===== config.mk =====
export PLATFORM = sky130hd
export DESIGN_NAME = pagg_scale
export DESIGN_NICKNAME = d
export VERILOG_FILES = /design/src/rtl/preferential_attachment_graph_gen_macros.svh /design/src/rtl/pagg_pkg.sv /design/src/rtl/pagg_scale.sv
export SDC_FILE = /design/constraint.sdc
export NUM_CORES = 1
export LEC_CHECK = 0
export ABC_AREA = 1
export ABC_CLOCK_PERIOD_IN_PS = 3700
export CORE_AREA = 3 3 144 146
export DETAILED_ROUTE_END_ITERATION = 7
export DIE_AREA = 0 0 147 149
export DONT_BUFFER_PORTS = 1
export PLACE_DENSITY = 0.84
export SLEW_MARGIN = 20
export SYNTH_ARGS = -nofsm -noshare
export SYNTH_HDL_FRONTEND = slang
export SYNTH_SLANG_ARGS = --single-unit

===== constraint.sdc =====
create_clock -name clk -period 3.7 [get_ports clk]
set_input_delay 0.185 -clock clk [delete_from_list [all_inputs] [get_ports clk]]
set_output_delay 0.185 -clock clk [all_outputs]
set_load 0.05 [all_outputs]

===== src/rtl/preferential_attachment_graph_gen_macros.svh =====
// ---------------------------------------------------------------------------
// Preferential attachment generator assertion macros
// Clocked assertion helpers used by the generator RTL, which checks itself.
// ---------------------------------------------------------------------------
`ifndef PREFERENTIAL_ATTACHMENT_GRAPH_GEN_MACROS_SVH
`define PREFERENTIAL_ATTACHMENT_GRAPH_GEN_MACROS_SVH

// property checked every edge outside reset
`define PAGG_ASSERT(name, prop, msg) \
    name: assert property (@(posedge clk) disable iff (!rst_n) (prop)) else $error(msg);

// antecedent / consequent form
`define PAGG_ASSERT_IMPL(name, ante, cons, msg) \
    name: assert property (@(posedge clk) disable iff (!rst_n) (ante) |-> (cons)) \
        else $error(msg);

`endif


===== src/rtl/pagg_pkg.sv =====
// ---------------------------------------------------------------------------
// Preferential attachment generator package
// Word types, field widths, codes and fixed-point constants.
// ---------------------------------------------------------------------------
package pagg_pkg;

    localparam int VTX_W      = 10;
    localparam int DRAW_W     = 16;
    localparam int WEIGHT_W   = 15;
    localparam int DEG_W      = 10;
    localparam int EDGE_W     = 14;
    localparam int REM_W      = 17;
    localparam int VCNT_W     = 11;
    localparam int SCNT_W     = 4;
    localparam int CFG_IDX_W  = 2;
    localparam int CFG_DATA_W = 11;
    localparam int PROD_W     = DRAW_W + WEIGHT_W;

    localparam logic [DEG_W-1:0]  DEG_MAX   = 10'd1023;
    localparam logic [EDGE_W-1:0] EDGE_MAX  = 14'd16383;
    localparam logic [16:0]       FRAC_MAX  = 17'd65535;
    localparam logic [31:0]       FRAC_HALF = 32'd32767;

    localparam logic MODE_START = 1'b0;
    localparam logic MODE_DRAW  = 1'b1;

    localparam logic [CFG_IDX_W-1:0] REG_VERTEX_COUNT = 2'd0;
    localparam logic [CFG_IDX_W-1:0] REG_SEED_COUNT   = 2'd1;

    typedef struct packed {
        logic              mode;
        logic [DRAW_W-1:0] draw;
    } req_t;

    typedef struct packed {
        logic [VTX_W-1:0] src_vertex;
        logic [VTX_W-1:0] dst_vertex;
        logic             edge_valid;
        logic             last;
        logic             done_res;
    } rsp_t;

    typedef struct packed {
        logic                go;
        logic [DRAW_W-1:0]   draw;
        logic [WEIGHT_W-1:0] weight;
    } scale_req_t;

    typedef struct packed {
        logic                done;
        logic [WEIGHT_W-1:0] value;
    } scale_rsp_t;

endpackage


===== src/rtl/pagg_scale.sv =====
// ---------------------------------------------------------------------------
// Draw scaler
// value = round(draw * weight / 65535), half up; two-stage pipeline.
// ---------------------------------------------------------------------------
module pagg_scale (
    input  logic                   clk,
    input  logic                   rst_n,
    input  pagg_pkg::scale_req_t   req,
    output pagg_pkg::scale_rsp_t   rsp
);

    localparam int PW  = pagg_pkg::PROD_W;
    localparam int DW  = pagg_pkg::DRAW_W;
    localparam int WTW = pagg_pkg::WEIGHT_W;

    logic          s1_vld_reg, s1_vld_next;
    logic          s2_vld_reg, s2_vld_next;
    logic [PW-1:0] prod_reg, prod_next;
    logic [WTW-1:0] val_reg, val_next;

    logic [31:0] sum;
    logic [15:0] q0;
    logic [16:0] rmd;
    logic [15:0] q;

    // x / 65535 = (x >> 16) + correction, remainder (x & 0xffff) + (x >> 16)
    always_comb
    begin
        s1_vld_next = req.go;
        s2_vld_next = s1_vld_reg;
        prod_next   = PW'(req.draw) * PW'(req.weight);
        sum         = 32'(prod_reg) + pagg_pkg::FRAC_HALF;
        q0          = sum[31:16];
        rmd         = {1'b0, sum[15:0]} + {1'b0, q0};
        q           = q0 + ((rmd >= pagg_pkg::FRAC_MAX) ? 16'd1 : 16'd0);
        val_next    = q[WTW-1:0];
    end

    always_ff @(posedge clk or negedge rst_n)
    begin
        if (!rst_n)
        begin
            s1_vld_reg <= 1'b0;
            s2_vld_reg <= 1'b0;
        end
        else
        begin
            s1_vld_reg <= s1_vld_next;
            s2_vld_reg <= s2_vld_next;
        end
    end

    always_ff @(posedge clk)
    begin
        prod_reg <= prod_next;
        val_reg  <= val_next;
    end

    assign rsp.done  = s2_vld_reg;
    assign rsp.value = val_reg;

endmodule


### After elaboration in Yosys (flattened, before gate mapping)

Index checks and enable logic that the tools add are counted.

* output and inout bits: 16
* flip-flop bits (word level): 48

* magnitude comparators: 1
* add/sub/neg operators: 3
* muxes and demuxes: 1
* $mul: 1

Operators by type and width (number)
* $add A31 B15 Y32 const B: 1
* $mul A16 B15 Y31: 1
* $add A16 B16 Y17: 1
* $ge A17 B16 Y1 const B: 1
* $add A15 B1 Y15: 1
* $mux W1: 1

### Longest topological paths before layout

* depth in word-level cells: 5
* depth in mapped cells: 34
* depth with buffers taken out: 34

### Worst setup path before layout

OpenSTA, ideal clock, no wires.

* path kind: input-to-reg
* start: input req[5] (netlist bit)
* end: register prod_reg[29]
* path buffers: 2
* path slack: -1.617 ns
* data arrival time: 5.194 ns
* stages on the path: 23
* data required time: 3.577 ns
* cell sequence: clkbuf_1 clkbuf_1 nand2_1 fa_1 inv_1 fa_1 fa_1 inv_1 fa_1 inv_1 fa_1 inv_1 fa_1 inv_1 ha_1 nand2_1 inv_1 nand2_1 nor3_1 nand4_1 nand3_1 a21oi_1 xor2_1

* longest elaborated chain between the ends: 1

RTL lines
* start, declared: line pagg_scale.sv:8 `input pagg_pkg::scale_req_t req,`
* $mul A16 B15 Y31: line pagg_scale.sv:31 `prod_next = PW'(req.draw) * PW'(req.weight);`
* via prod_next[29]: line pagg_scale.sv:18 `logic [PW-1:0] prod_reg, prod_next;`
* end signal, assigned: line pagg_scale.sv:55 `prod_reg <= prod_next;`
* end, declared: line pagg_scale.sv:18

The timed path passes the listed nets, and every way through them passes these cells.

### Worst setup path after layout

* start: input req[18] (netlist bit)
* end: register prod_reg[21]

The elaborated chain is that of the path after synthesis.

==> flow_summary.ini <==
[job]
maxCapViolations = 0

[cells_and_area]
final_nets = 2097
fillers = 1209
drive_gt1_share_pct = 27.7
diodes = 0
syn_to_final_growth_pct = 25.0
largest_reg_flops = 31

[synthesis]
syn_inst = 1650
synth_seq_cells = 48
yosysSeqAreaShare_pct = 8.27
synth_cell_types = 35
syn_area_per_cell_sq_um = 7.12
yosys_warnings = 0
syn_area_sq_um = 11700
syn_nets = 1980

[timing]
tightest_slew_ps = 532
clock_skew_ps = 6.44
min_period_over_period_pct = 128
hold_viol_final = 0
holdWs_ps = 41.1
fmax_mhz = 210
period_minus_slack_ps = 4750
setup_slack_ps = -1050
fin_tns_setup_ps = -18510
setup-violations-final = 28
rsz0062_at_grt = yes
slew_headroom_pct = 64.5
slew_violations = 0

[critical_path]
crit_path_top_delay_cell = fa_1
end_kind = register
worst_ep_required_time_ps = 3910
r2r_start = prod_reg[10]$_DFF_P_
crit_top_cell = fa_1
critPathTopFamily = adder cells
path_class = in2reg
slowest_delay_ps = 550
crit_buf_inv = 6
worst_setup_path_start_kind = primary input
crit_fanout = 15
crit_arrival_ps = 4970
startpoint = req[18]
path_cells = nand2_1 -> inv_1 -> fa_1 -> inv_2 -> fa_1 -> fa_1 -> inv_1 -> fa_1 -> fa_1 -> inv_2 -> fa_1 -> inv_2 -> ha_4 -> nand2_4 -> nor3_4 -> nand4_1 -> nand3_4 -> buf_6 -> xor2_1

[detailed_routing]
drc = 0
drt_iter0_drc = 1372
vias_per_cell = 5.77
antenna_left = 0
wl_per_cell_um = 18.6
wl_um = 37900
dr.pass1.iters = 7
vias = 11700

[floorplanning]
dieWidth_um = 147
fp-row-count = 51
io_pins = 50
chipHeight_um = 149
design.core.area_sq_um = 19500
start_util_pct = 60.1
die-area_sq_um = 21900

[placed_design]
dpl_worst_slack_ps = -1270
dp_hpwl_um = 25400
port_buffers = 0
gp_congestion = 0.918

[clock_network]
cts_made_buffers = 5
cts.htree.levels = 2
cts_tree = yes
clk_latency_ps = 300
clk_path_buf_depth = 2
clk_pin_slew_ps = 70
cts_root_buffer = clkbuf_16
cts_sinks = 48

[worst_hold_path]
hold_path_class = in2reg
min-delay-start = req[15]

[status]
violations = negative setup slack
status = finished with violations

[global_route]
grt_usage_pct = 29.6
grt_max_degree = 17
grt_overflow_total = 0
grt_first_pass_wirelength_um = 53100
grt_pass1_vias = 11600
grt_antenna_before_repair = 0
[final cells by class]
class / count / area, sq um / share of cell area [%]
tap: 265 / 332 / 2.26
timing repair buffer: 157 / 1260 / 8.60
multi-input combinational: 1133 / 10400 / 70.5
inverter: 422 / 1590 / 10.9
sequential: 48 / 983 / 6.70
clock buffer: 6 / 139 / 0.946
clock inverter: 2 / 13.8 / 0.0938
[placed cells by master, fill, tap and decap left out, types with 4 or more instances in the layout]
cell	instances
a21oi_4	5
buf_6	21
buf_4	134
nand2_1	403
dfxtp_2	10
nand2_8	5
nand2_2	62
nand4_1	16
ha_1	81
nor3_1	5
a21o_1	6
dfxtp_1	36
nor2_2	24
a21oi_1	15
o21ai_0	16
fa_1	174
ha_4	30
nand3b_1	13
inv_4	4
fa_2	7
o21ai_2	4
nand3_2	17
nand3_1	38
ha_2	4
clkbuf_16	5
a21oi_2	24
nand3_4	4
xnor2_2	5
inv_1	361
nor2_4	24
nand2_4	26
nor2_1	53
xor2_1	29
xnor2_1	14
inv_2	55
[cell families after synthesis]
family,count (synthesis),share of synthesized area [%]
AO/OA/AOI/OAI,85,3.90
AND/OR/NAND/NOR,703,26.1
flip-flops,48,8.27
adder cells (fa/ha/maj),296,43.1
buffers and inverters,469,15.0
XOR/XNOR,49,3.65
[Yosys cell counts]
master      n  area [sq um]
nand3b_1   13          97.6
o21a_1      2          15.0
nand3_4     1          17.5
nand4_1    16           100
a31oi_1     6          37.5
fa_1      181          3620
xnor2_1    19           166
nand3_2     1          10.0
buf_4       1          7.51
dfxtp_1    46           921
nor2_4      9           101
xor2_1     30           263
nor2_1     80           300
and2_1      3          18.8
or2_2       2          12.5
clkbuf_1   46           173
dfrtp_1     2          50.1
nand3_1    57           285
nor3_1     10          50.1
ha_1      115          1440
inv_1     415          1560
nor2_2     12          75.1
o21bai_1    2          15.0
a21o_1      6          45.0
a21oi_1    44           220
nand3b_4    1          20.0
inv_2       5          18.8
nor4_1      1          6.26
nand2_2    14          87.6
o21ai_0    23           115
o21ai_1     2          10.0
nand2_1   475          1780
nand2_4     7          78.8
nor3_4      1          16.3
clkinv_1    2          7.51
[through the flow]
step | cell area, sq um | cells | util (%)
floorplan | 12400 | 1650 | -
global placement | 13200 | 2000 | 67.6
detailed placement | 13200 | 2000 | 67.6
CTS | 13700 | 2018 | 70.2
global route | 14700 | 2033 | 75.2
finish | 14700 | 2033 | 75.2
[repair_timing]
action                                  CTS  global route
endpoints found under the setup margin   30            36
resized for setup                        79           224
pin swaps                                51           102
hold endpoints to repair                  3             0
hold buffers                              2             0
setup buffers                             8            19
[worst paths after layout]
| kind | end | slack [ps] | cells past startpoint |
|---|---|---|---|
| worst min register to register | s2_vld_reg$_DFF_PN0_ | 360 | 0 |
| worst max-delay path | prod_reg[21]$_DFF_P_ | -1050 | 19 |
| worst min-delay path | prod_reg[0]$_DFF_P_ | 40 | 2 |
| worst max register to register | val_reg[14]$_DFF_P_ | -100 | 29 |
| min in group asynchronous | s1_vld_reg$_DFF_PN0_ | 120 | 1 |
| max in group asynchronous | s2_vld_reg$_DFF_PN0_ | 3450 | 1 |
[routing by layer]
| metal | track usage [%] | vias up | share of wire [%] |
|---|---|---|---|
| met2 | 52.5 | 808 | 49 |
| met4 | 12.7 | 0 | 7.0 |
| met3 | 3.95 | 281 | 9.5 |
| met5 | 0 | - | 0 |
| met1 | 36.5 | 5578 | 34 |
| li1 | - | 5073 | - |
[worst reg2reg max path: cells and delay by family, from the launching register on]
| kind | cells | cell delay [ps] |
|---|---|---|
| fa+ha+maj | 3 | 580 |
| simple gates | 19 | 1950 |
| compound gates | 3 | 420 |
| buf+inv | 4 | 420 |
| flops | 1 | 340 |
Power is left out: the tool's default activity adds up to more than one toggle a clock period on the data nets, which glitch-free logic cannot reach.
